**src/rtl/qapm_pkg.sv**
```systemverilog
// Shared widths, reset values, register indexes and the action bundle of the
// quadcopter attitude controller. No dependencies.
`default_nettype none

package qapm_pkg;

  // Field widths of the command and motor transactions.
  localparam int PULSE_W    = 12;
  localparam int CMD_W      = 10;
  localparam int HRATE_W    = 14;
  localparam int RATE_W     = 16;
  localparam int TILT_W     = 13;
  localparam int YAW_W      = 14;

  // Configuration port and register widths.
  localparam int CFG_IDX_W  = 3;
  localparam int CFG_DATA_W = 16;
  localparam int GAIN_W     = 16;
  localparam int LIM_W      = 10;

  // Width of one clamped axis action in whole microseconds.
  localparam int ACT_W      = 11;

  localparam logic [PULSE_W-1:0] ARM_LEVEL  = 12'd1500;
  localparam logic [PULSE_W-1:0] IDLE_PULSE = 12'd1000;

  // Register values after reset.
  localparam logic [GAIN_W-1:0]  KP_RATE_RST      = 16'd256;
  localparam logic [GAIN_W-1:0]  KP_YAW_RST       = 16'd512;
  localparam logic [GAIN_W-1:0]  KI_ANGLE_RST     = 16'd435;
  localparam logic [GAIN_W-1:0]  KD_RATE_RST      = 16'd0;
  localparam logic [GAIN_W-1:0]  KD_YAW_RST       = 16'd1536;
  localparam logic [LIM_W-1:0]   ACTION_LIMIT_RST = 10'd300;
  localparam logic [PULSE_W-1:0] MIN_PULSE_RST    = 12'd1100;
  localparam logic [PULSE_W-1:0] MAX_PULSE_RST    = 12'd2000;

  typedef enum logic [CFG_IDX_W-1:0] {
    REG_KP_RATE      = 3'd0,
    REG_KP_YAW       = 3'd1,
    REG_KI_ANGLE     = 3'd2,
    REG_KD_RATE      = 3'd3,
    REG_KD_YAW       = 3'd4,
    REG_ACTION_LIMIT = 3'd5,
    REG_MIN_PULSE    = 3'd6,
    REG_MAX_PULSE    = 3'd7
  } qapm_reg_t;

  // Clamped axis actions and throttle handed to the motor mixer.
  typedef struct packed {
    logic                    armed;
    logic [PULSE_W-1:0]      thr;
    logic signed [ACT_W-1:0] pitch;
    logic signed [ACT_W-1:0] roll;
    logic signed [ACT_W-1:0] yaw;
  } qapm_act_t;

endpackage

`default_nettype wire

```
**src/rtl/qapm_mixer.sv**
```systemverilog
// X-configuration motor mixer with pulse clamping and the output register.
// Depends on qapm_pkg for the action bundle and the idle pulse.
`default_nettype none

module qapm_mixer (
  input  logic                         clk,
  input  logic                         en,
  input  qapm_pkg::qapm_act_t          act,
  input  logic [qapm_pkg::PULSE_W-1:0] min_pulse,
  input  logic [qapm_pkg::PULSE_W-1:0] max_pulse,
  output logic [qapm_pkg::PULSE_W-1:0] motor_one,
  output logic [qapm_pkg::PULSE_W-1:0] motor_two,
  output logic [qapm_pkg::PULSE_W-1:0] motor_three,
  output logic [qapm_pkg::PULSE_W-1:0] motor_four
);

  localparam int SUM_W = qapm_pkg::PULSE_W + 2;

  // The upper bound is applied first, so a minimum above the maximum wins.
  function automatic logic [qapm_pkg::PULSE_W-1:0] clamp_pulse(
    input logic signed [SUM_W-1:0]        s,
    input logic [qapm_pkg::PULSE_W-1:0]   lo,
    input logic [qapm_pkg::PULSE_W-1:0]   hi
  );
    logic signed [SUM_W-1:0] v;
    v = s;
    if (v > $signed({2'b00, hi})) v = $signed({2'b00, hi});
    if (v < $signed({2'b00, lo})) v = $signed({2'b00, lo});
    return v[qapm_pkg::PULSE_W-1:0];
  endfunction

  logic signed [SUM_W-1:0] thr_s;
  logic signed [SUM_W-1:0] pitch_s;
  logic signed [SUM_W-1:0] roll_s;
  logic signed [SUM_W-1:0] yaw_s;
  logic signed [SUM_W-1:0] sum_one;
  logic signed [SUM_W-1:0] sum_two;
  logic signed [SUM_W-1:0] sum_three;
  logic signed [SUM_W-1:0] sum_four;

  assign thr_s   = $signed({2'b00, act.thr});
  assign pitch_s = SUM_W'(act.pitch);
  assign roll_s  = SUM_W'(act.roll);
  assign yaw_s   = SUM_W'(act.yaw);

  assign sum_one   = thr_s - roll_s + pitch_s + yaw_s;
  assign sum_two   = thr_s - roll_s - pitch_s - yaw_s;
  assign sum_three = thr_s + roll_s - pitch_s + yaw_s;
  assign sum_four  = thr_s + roll_s + pitch_s - yaw_s;

  always_ff @(posedge clk) begin
    if (en) begin
      if (act.armed) begin
        motor_one   <= clamp_pulse(sum_one, min_pulse, max_pulse);
        motor_two   <= clamp_pulse(sum_two, min_pulse, max_pulse);
        motor_three <= clamp_pulse(sum_three, min_pulse, max_pulse);
        motor_four  <= clamp_pulse(sum_four, min_pulse, max_pulse);
      end else begin
        motor_one   <= qapm_pkg::IDLE_PULSE;
        motor_two   <= qapm_pkg::IDLE_PULSE;
        motor_three <= qapm_pkg::IDLE_PULSE;
        motor_four  <= qapm_pkg::IDLE_PULSE;
      end
    end
  end

endmodule

`default_nettype wire

```
**config.mk**
```make
export PLATFORM = sky130hd
export DESIGN_NAME = qapm_mixer
export DESIGN_NICKNAME = d
export VERILOG_FILES = /design/src/rtl/qapm_pkg.sv /design/src/rtl/qapm_mixer.sv
export SDC_FILE = /design/constraint.sdc
export NUM_CORES = 1
export LEC_CHECK = 0
export ABC_AREA = 1
export BUFFER_PORTS_ARGS = -buffer_cell sky130_fd_sc_hd__clkbuf_2
export CAP_MARGIN = 20
export CORE_MARGIN = 8
export CORE_UTILIZATION = 45
export CTS_BUF_LIST = sky130_fd_sc_hd__clkbuf_4
export DETAILED_ROUTE_END_ITERATION = 10
export PLACE_DENSITY = 0.67
export SKIP_LAST_GASP = 1
export SYNTH_ARGS = -nofsm -noshare
export SYNTH_HDL_FRONTEND = slang
export SYNTH_SLANG_ARGS = --single-unit
```
**constraint.sdc**
```tcl
create_clock -name clk -period 7.2 [get_ports clk]
set_input_delay 0.72 -clock clk [delete_from_list [all_inputs] [get_ports clk]]
set_output_delay 0.72 -clock clk [all_outputs]
set_load 0.005 [all_outputs]
```
==> key figures, run 1 <==
Die
  – I/O Pins: 120
  – Core area: about 22000 sq um
  – Die area: around 27000 sq um
  – Chip Width: between 150 and 200 microns
  – Row count: 54
  – Die Y: about 160 microns
  – Initial Util: a little under half

Run
  – Max Cap Viol: 0

Synth
  – Area leader, netlist: ha_1
  – Synth Area in Compound Gates: about 12%
  – Yosys cell types: 41
  – Synth top area share: 21.7%
  – #FFs+latches synth: between 40 and 50
  – Synth async-reset ratio: 0%
  – Post-synth EDFFs: between 40 and 50
  – Post-Synth Adder-Cell Area: between 30% and 40%
  – Multiplexer share of the synthesized area: 0%
  – Syn nets: approximately 1700
  – Mapped Cells: between 1000 and 1500
  – Avg Inst Size Synth: approximately 7.3 sq um
  – Cell with the most instances after synthesis: nand2_1
  – Largest family of logic cells by synthesized area: adder cells
  – Largest cells by area after synthesis: ha_1 (22%), edfxtp_1 (14%), fa_1 (11%), nand2_1 (11%), inv_1 (8.0%)
  – Predominant post-synthesis flop cell: edfxtp_1
  – Yosys warns: 0
  – Post-Syn Area: between 9000 and 10000 sq um
  – Simple-Gate Fraction of Synth Area: between 20% and 30%
  – Seq/Total Area, Yosys: 14.5%
  – Commonest cells in the synthesized netlist: nand2_1 (285), inv_1 (213), ha_1 (173)
  – Synth Area in XOR/XNOR: between 5 and 6%

STA
  – Setup TNS: 0 ns
  – Fin. Hold Viols: 0
  – Worst-Margin Slew: 0.934 ns
  – Slew Limit Fails: 0
  – Tcrit/Tclk final: 95.4%
  – Slew margin rel.: between 30 and 40%
  – Post-layout min period: between 6 and 7 ns
  – Final setup viols: 0
  – Highest Clock Rate: about 150 MHz

Detailed routing
  – Vias/cell: ~5.2
  – Routed wire per std cell: approximately 16 microns
  – Top sig layer: met4
  – # DRC: 0
  – WL met2: between 10000 and 15000 microns
  – Met1 wire length: approximately 14000 microns
  – Total wire length: 30100 microns
  – Detail Route Antenna Nets: 0
  – 1st-pass router iterations: 5
  – Vias after detailed routing: around 9900
  – DR WL met3: roughly 1900 microns
  – Drt initial violations: 634

Setup path
  – Crit path max-delay cell type: fa_1
  – Crit path max fanout: 6
  – Critical path capture point type: register
  – Max stage delay on crit path: approximately 0.44 ns
  – CP required: 7.30 ns
  – Startpoint Class: input pin
  – Most used cell, CP: nand2_1
  – Crit path DAT: 6.97 ns
  – Critical path type: in -> reg

Global routing
  – Largest net degree at the start of global routing: 49
  – Initial antenna violation count: 1
  – Vias in the first global route: between 9000 and 10000
  – First-pass GRT wire length: between 40000 and 50000 microns
  – Grt total ovfl: 0
  – GRT Total Usage: a little over a fifth

CTS
  – Clock buffer depth: 2
  – TritonCTS clock tree: yes
  – TritonCTS Buffers: 5
  – CTS Hold Bufs: 0
  – Clk slew on worst S/H paths: between 0.1 and 0.15 ns
  – H-tree Lvls: 2
  – Clock sinks: 48
  – CTS root buf: clkbuf_4

Power
  – Peak VDD IR: 193 uV
  – Leakage power: ~6.6 nW
  – Power density cells: ~480 nW/um^2
  – Tot Pwr: slightly below 0.006 W

Worst hold path
  – Hold/Removal Path Class: in -> reg

Finish
  – Layout Nets: 1912
  – Fillcell total: about 2100
  – Area Overhead vs Synth: 24.8%
  – Layout cell share with drive strength beyond 1: about a quarter

Placement
  – Placer Congestion: approximately 0.95
  – DP HPWL: about 25000 microns
  – IO buf count: 119

Status
  – Status: completed
## cell families (layout without fill, tap and decap cells)
logic type,Yosys count,after routing
compound gates,207,207
flops,48,48
fa+ha+maj,228,228
xor+xnor,64,64
simple gates,579,582
other cells,0,1
buf+inv,247,484
## registers in the layout (all words and copies together), names as in the netlist
signal,count
motor_two,12
motor_four,12
motor_three,12
motor_one,12
## cell usage in the layout, fill, tap and decap left out, drive strengths merged, types with 12 or more instances in the layout
cell | Yosys | routed
a21o | 12 | 12
nand4 | 13 | 13
inv | 220 | 220
edfxtp | 48 | 48
fa | 55 | 55
a21oi | 87 | 87
o21ai | 79 | 79
ha | 173 | 173
xnor2 | 18 | 18
xor2 | 46 | 46
clkbuf | 14 | 126
nand3 | 126 | 127
nor2 | 110 | 110
buf | 12 | 134
nor3 | 12 | 12
nand2 | 304 | 306
## where the power goes
group	internal [W]	switching [W]
combinational	0.00240	0.00296
clock	0.0000369	0.0000905
sequential	0.000437	0.0000241
total	0.00288	0.00308
## cell type report
class,instances,area [sq um],share of cell area (%)
diodes,1,2.50,0.0201
clock buffers,5,37.5,0.302
clock inverters,3,18.8,0.151
inverters,221,830,6.67
multi-input cells,1081,7990,64.3
flip-flops and latches,48,1440,11.6
well taps,280,350,2.82
repair buffers,255,1760,14.2
## timing repair
action	in CTS	in global routing
pin swaps	0	47
resized for setup	1	127
setup endpoints to repair	17	48
gates cloned	0	7
setup buffers	0	19
## metrics by stage
stage          utilization, %  std cells  cell area, sq um  hold WS, ns  setup WS [ns]
3_5_place_dp             53.5       1858             11600         1.12         -0.427
6_report                 57.2       1894             12400        0.714          0.331
3_3_place_gp             53.5       1858             11600         1.11         -0.420
5_1_grt                  57.2       1894             12400        0.727         -0.148
2_1_floorplan               -       1373              9970        0.832          0.498
4_1_cts                  53.8       1866             11700        0.712        0.00911
## critical path: cells and delay by family
family / cells / cell delay [ns]
buf+inv: 10 / 1.02
fa+ha+maj: 6 / 1.83
xor+xnor: 2 / 0.37
compound gates: 8 / 1.29
simple gates: 16 / 1.70
## worst paths after layout
| path | startpoint | endpoint | slack [ns] | depth (start not counted) |
|---|---|---|---|---|
| hold / removal | en | motor_four[2]$_SDFFCE_PN0P_ | 0.71 | 1 |
| setup / recovery | act[33] | motor_three[3]$_SDFFCE_PN1P_ | 0.33 | 42 |
## per-layer routing
metal	vias up	GRT usage, %
met3	52	2.22
met2	309	36.9
met1	4537	28.2
met5	-	0
met4	0	6.72
li1	4970	-
No activity file was read; power rests on OpenSTA's default activity.
==> run 2: changes to the inputs <==
- ABC_AREA: 1 -> unset
- CTS_BUF_LIST: sky130_fd_sc_hd__clkbuf_4 -> unset
==> run 2 against run 1 <==
Effect of this change: the flow now finishes with violations (negative setup slack); fmax shrank 9.6%; combinational power rose by 43%; clock power grew 130%; critical path depth shrank 4; core utilization increased by 12 points; total power grew 41%; die area rose by 3.4%; flip-flop and latch count did not move; global-route usage is 2.9 points higher; sequential power rose by 3%; critical path type unchanged; critical endpoint is now motor_two[0]$_SDFFCE_PN0P_; largest power group unchanged.
==> key figures, run 2 <==
Finish
  – Most frequent cells in the layout: buf_4 (334), ha_1 (148), inv_1 (143)
  – Layout cell share with drive strength beyond 1: a little under half
  – Design area: 15500 sq um
  – Non-Filler Instances: approximately 1900
  – Commonest non-fill, non-tap cell in the layout: buf_4
  – ANT cells: 0
  – Layout Nets: 1940
  – Area Overhead vs Synth: 50.2%

Die
  – Initial Util: a little under half
  – Core area: 22600 sq um
  – Die area: about 28000 sq um
  – Die Y: roughly 170 microns
  – Chip Width: ~170 microns
  – Row count: 55
  – I/O Pins: 120

Setup path
  – CP required: 7.31 ns
  – Most used cell, CP: a21oi_2
  – Crit path max fanout: 8
  – Crit path DAT: between 7 and 8 ns
  – Critical path capture point type: register
  – Critical path type: in -> reg
  – CP bufs+invs: 6
  – Delay-heaviest family, CP: adder cells
  – Max stage delay on crit path: between 0.6 and 0.7 ns
  – Startpoint Class: input pin
  – Crit path max-delay cell type: or4_4

Detailed routing
  – Detail Route Antenna Nets: 0
  – Vias after detailed routing: ~11000
  – Drt initial violations: approximately 620
  – 1st-pass router iterations: 7
  – Routed wire per std cell: roughly 19 microns
  – # DRC: 0
  – Total wire length: about 37000 microns
  – Vias/cell: approximately 5.7

Worst hold path
  – Hold Crit Start: min_pulse[1]
  – Worst Hold Path Cells: 3
  – Worst Hold Path EP: motor_three[1]$_SDFFCE_PN0P_
  – Hold/Removal Path Class: in -> reg

CTS
  – Clock sinks: 48
  – Clk slew on worst S/H paths: around 0.07 ns
  – Clock buffer depth: 2
  – CTS root buf: clkbuf_16
  – TritonCTS Buffers: 5
  – TritonCTS clock tree: yes
  – CTS Hold Bufs: 0
  – H-tree Lvls: 2

Power
  – Clock share of power: about 3.5%
  – Internal power: roughly 0.0045 W
  – Psw: just under 0.004 W
  – Peak VDD IR: 273 uV
  – Power density cells: between 500 and 600 nW/um^2
  – Sequential share of power: under 10%
  – Switching Fraction: 46.1%
  – Comb pwr share: 90.8%
  – Leakage power: roughly 7.4 nW

Placement
  – DP HPWL: about 29000 microns
  – Placed cell count: 1868
  – Area after DPL: ~14000 sq um
  – IO buf count: 119
  – Placer Congestion: around 0.96

STA
  – Final setup margin: -0.394 ns
  – Fin. Hold Viols: 0
  – Setup TNS: -13.13 ns
  – Tcrit/Tclk final: 105%
  – Slew Limit Fails: 0
  – Final setup viols: 48
  – Unrepaired setup endpoints after global routing: yes
  – Worst-Margin Slew: roughly 1.3 ns
  – Slew margin rel.: roughly 16%
  – Highest Clock Rate: approximately 130 MHz
  – Post-layout min period: roughly 7.6 ns

Synth
  – Post-Synth Adder-Cell Area: between 30% and 40%
  – Synth async-reset ratio: 0%
  – Synth top area share: a little over a fifth
  – Area leader, netlist: ha_1
  – Simple-Gate Fraction of Synth Area: a little under an eighth
  – Cell with the most instances after synthesis: ha_1
  – Yosys cell types: 76
  – Seq/Total Area, Yosys: about 14%
  – Largest family of logic cells by synthesized area: adder cells
  – Multiplexer share of the synthesized area: under 10%
  – Predominant post-synthesis flop cell: edfxtp_1
  – Synth Area in XOR/XNOR: 5.92%
  – Mapped Cells: 1190
  – Synth Area in Compound Gates: 22.6%
  – Post-Syn Area: about 10000 sq um
  – Post-synth EDFFs: 48
  – Avg Inst Size Synth: 8.69 sq um
  – Commonest cells in the synthesized netlist: ha_1 (173), inv_1 (155), a21oi_1 (91)
  – Yosys warns: 0
  – Syn nets: 1490
  – #FFs+latches synth: 48
  – Largest cells by area after synthesis: ha_1 (21%), edfxtp_1 (14%), fa_1 (11%), inv_1 (5.6%), mux2_2 (5.0%)

Status
  – Failing checks: negative setup slack
  – Status: complete, but fails checks

Global routing
  – GR Util met3: ~3.0%
  – First-pass GRT wire length: roughly 56000 microns
  – Grt total ovfl: 0
  – Met1 usage in global routing: 29.8%
  – Initial antenna violation count: 0
  – Global Route met2 Usage: 42.9%
  – GRT Total Usage: around 25%
  – Largest net degree at the start of global routing: 49
  – Busiest grt layer: met2
  – Vias in the first global route: ~11000

Run
  – Max Cap Viol: 0
## run 2: cell types whose count changed after synthesis, sizes merged, moves of 14 or more
cell    before  now
nand2      304   38
nand3      126   10
inv        220  155
mux2         0   49
a21o        12   41
nor2       110   81
xnor2       18   43
nor3        12   36
xor2        46   26
a211oi       7   24
o21a         3   19
mux2i        0   15
nor2b        0   15
o21ai       79   65
## run 2: repair_timing
action / 4_1_cts / 5_1_grt
endpoints found under the setup margin: 48 / 48
gates cloned: 5 / 1
pin swaps: 65 / 94
gates resized for setup: 75 / 150
setup buffers: 25 / 19
## run 2: cell type report
type / count / area, sq um
tap: 285 / 357
sequential: 48 / 1440
clock inverter: 2 / 60.1
multi-input combinational: 957 / 9490
clock buffer: 5 / 125
inverter: 155 / 594
timing repair buffer: 473 / 3460
fill: 1755 / 7040
## run 2: worst max path at each step
stage / start / endpoint / slack, ns / cells past startpoint
floorplan: act[12] / motor_two[3]$_SDFFCE_PN1P_ / -0.19 / 35
global placement: act[12] / motor_two[10]$_SDFFCE_PN0P_ / -0.70 / 35
detailed placement: act[12] / motor_two[10]$_SDFFCE_PN0P_ / -0.88 / 35
CTS: act[33] / motor_two[11]$_SDFFCE_PN0P_ / -0.22 / 38
global route: act[33] / motor_four[9]$_SDFFCE_PN1P_ / -0.68 / 40
finish: act[33] / motor_two[0]$_SDFFCE_PN0P_ / -0.39 / 38
## run 2: power by group through the flow
stage | combinational [W] | sequential (W) | clock [W]
global route | 0.00815 | 0.000484 | 0.000308
global placement | 0.00591 | 0.000480 | 0
CTS | 0.00662 | 0.000477 | 0.000297
floorplan | 0.00381 | 0.000496 | 0
detailed placement | 0.00606 | 0.000483 | 0
finish | 0.00764 | 0.000476 | 0.000295
## run 2: metrics by stage
step,worst slack (ns),hold slack [ns],util [%],total power (W)
after floorplan,-0.190,0.832,-,0.00431
after global placement,-0.702,1.09,61.4,0.00639
after detailed placement,-0.879,1.10,61.4,0.00654
after CTS,-0.223,0.789,65.1,0.00739
after global routing,-0.681,0.821,68.8,0.00895
final,-0.394,0.795,68.8,0.00841
## run 2: cell families (layout without fill, tap and decap cells)
logic type      Yosys count  in the layout
buf+inv                 188            635
compound gates          343            344
mux                      64             64
xor+xnor                 69             69
simple gates            250            252
fa+ha+maj               228            228
flops                    48             48
## run 2: metal layers
metal / vias up / part of all wire (%)
met2: 494 / 48
met1: 5166 / 41
li1: 5193 / -
met3: 123 / 6.6
met4: 0 / 4.3
met5: - / 0
==> run 3: changes to the inputs <==
- SLEW_MARGIN: unset -> 20
- clock period: 7.2 -> 7.5 ns (I/O delays scaled with it)
==> run 3 against run 2 <==
Effect of this change: the flow still finishes with violations (negative setup slack); total power down 7.0%; count of clock-buffer cells in the layout unchanged; worst setup slack better by 0.15 ns; highest routed layer unchanged; critical endpoint is now motor_two[4]$_SDFFCE_PN0P_; clock power down 5%.
==> key figures, run 3 (synthesis results as in run 2) <==
Die
  – Row count: between 50 and 60
  – I/O Pins: 120
  – Die area: between 20000 and 30000 sq um
  – Die Y: around 170 microns
  – Initial Util: between 40 and 50%
  – Core area: 22600 sq um
  – Chip Width: around 170 microns

Setup path
  – CP bufs+invs: 7
  – Critical Path Stages: 40
  – CP required: around 7.6 ns
  – Startpoint Class: input pin
  – Max stage delay on crit path: 0.62 ns
  – Delay-heaviest family, CP: compound AO/OA/AOI/OAI gates
  – Critical path capture point type: register
  – Crit path max fanout: 8
  – Crit path DAT: roughly 7.9 ns
  – Critical path type: in -> reg
  – Crit path max-delay cell type: or4_4

STA
  – Slew Limit Fails: 0
  – Final setup margin: -0.244 ns
  – Final setup viols: 38
  – Fin. Hold Viols: 0
  – Post-layout min period: 7.74 ns
  – Final hold slack: ~0.84 ns
  – Worst-Margin Slew: around 1.2 ns
  – Tcrit/Tclk final: 103%
  – Highest Clock Rate: ~130 MHz
  – Slew margin rel.: 21.6%
  – Unrepaired setup endpoints after global routing: yes

Global routing
  – First-pass GRT wire length: 55500 microns
  – Grt total ovfl: 0
  – GRT Total Usage: around 24%
  – Initial antenna violation count: 0
  – Vias in the first global route: roughly 11000
  – Largest net degree at the start of global routing: roughly 50

Finish
  – Layout cell share with drive strength beyond 1: a little over two fifths
  – Register area: approximately 1400 sq um
  – Area Overhead vs Synth: 45.9%
  – Most frequent cells in the layout: buf_4 (324), ha_1 (154), inv_1 (148)
  – Design area: approximately 15000 sq um
  – ANT cells: 0
  – Commonest non-fill, non-tap cell in the layout: buf_4
  – Layout Nets: 1926
  – Multi-input gate area: just over 9000 sq um
  – Fillcell total: 1895

Detailed routing
  – DR WL met3: about 2000 microns
  – Vias after detailed routing: between 10000 and 15000
  – Detail Route Antenna Nets: 0
  – # DRC: 0
  – Top sig layer: met4
  – Total wire length: between 30000 and 40000 microns
  – Vias/cell: between 5 and 6
  – WL met2: 16800 microns
  – 1st-pass router iterations: 5
  – Routed wire per std cell: 18.6 microns
  – Drt initial violations: between 600 and 700
  – Met1 wire length: ~15000 microns

Worst hold path
  – Hold/Removal Path Class: in -> reg
  – Worst Hold Path Cells: 3

Power
  – Leakage power: around 7.3 nW
  – Peak VDD IR: ~360 uV
  – Power density cells: 519 nW/um^2

CTS
  – CTS Hold Bufs: 0
  – TritonCTS clock tree: yes
  – CTS root buf: clkbuf_16
  – Clk slew on worst S/H paths: 0.06 ns
  – H-tree Lvls: 2
  – Clock buffer depth: 2
  – TritonCTS Buffers: 5
  – Clock sinks: 48

Placement
  – IO buf count: ~120
  – Area after DPL: approximately 13000 sq um
  – Placer Congestion: roughly 0.95
  – DP HPWL: ~29000 microns

Run
  – Max Cap Viol: 0

Status
  – Status: complete, but fails checks
  – Failing checks: negative setup slack
## run 3: report_power, final
| group | internal (W) | switching (W) |
|---|---|---|
| combinational | 0.00364 | 0.00345 |
| clock | 0.000189 | 0.0000914 |
| sequential | 0.000434 | 0.0000232 |
| total | 0.00426 | 0.00356 |
## run 3: what timing repair did
item	4_1_cts	5_1_grt
setup endpoints to repair	48	48
pin swaps	63	82
gates cloned	5	0
resized for setup	93	120
buffers inserted	39	17
## run 3: area by class of cell
class | count | share of cell area (%)
clock buffer | 5 | 0.829
clock inverter | 2 | 0.398
inverter | 155 | 3.87
multi-input combinational | 955 | 61.0
sequential | 48 | 9.55
tap | 285 | 2.36
timing repair buffer | 461 | 22.0
## run 3: worst min-delay path: cells and delay by family
kind | cells | cell delay, ns
buffers and inverters | 1 | 0.11
AOI/OAI and AO/OA | 2 | 0.14
## run 3: path summary, 6_finish.rpt
kind,slack [ns],from,end
max,-0.24,act[11],motor_two[4]$_SDFFCE_PN0P_
min,0.84,min_pulse[9],motor_two[9]$_SDFFCE_PN1P_
## run 3: metrics by stage
stage	instances	utilization (%)	power, W	TNS, ns	setup WS (ns)
after floorplan	1190	-	0.00394	-0.0647	-0.0108
after global placement	1847	59.7	0.00595	-30.33	-0.918
after detailed placement	1847	59.7	0.00608	-38.66	-1.13
after CTS	1896	64.1	0.00730	-5.09	-0.300
after global routing	1911	66.8	0.00838	-19.48	-0.485
final	1911	66.8	0.00783	-4.73	-0.244
## run 3: per-layer routing
layer | up-vias | track usage [%]
met5 | - | 0
met4 | 0 | 9.82
met3 | 107 | 3.01
met2 | 398 | 42.0
met1 | 5019 | 29.8
li1 | 5156 | -
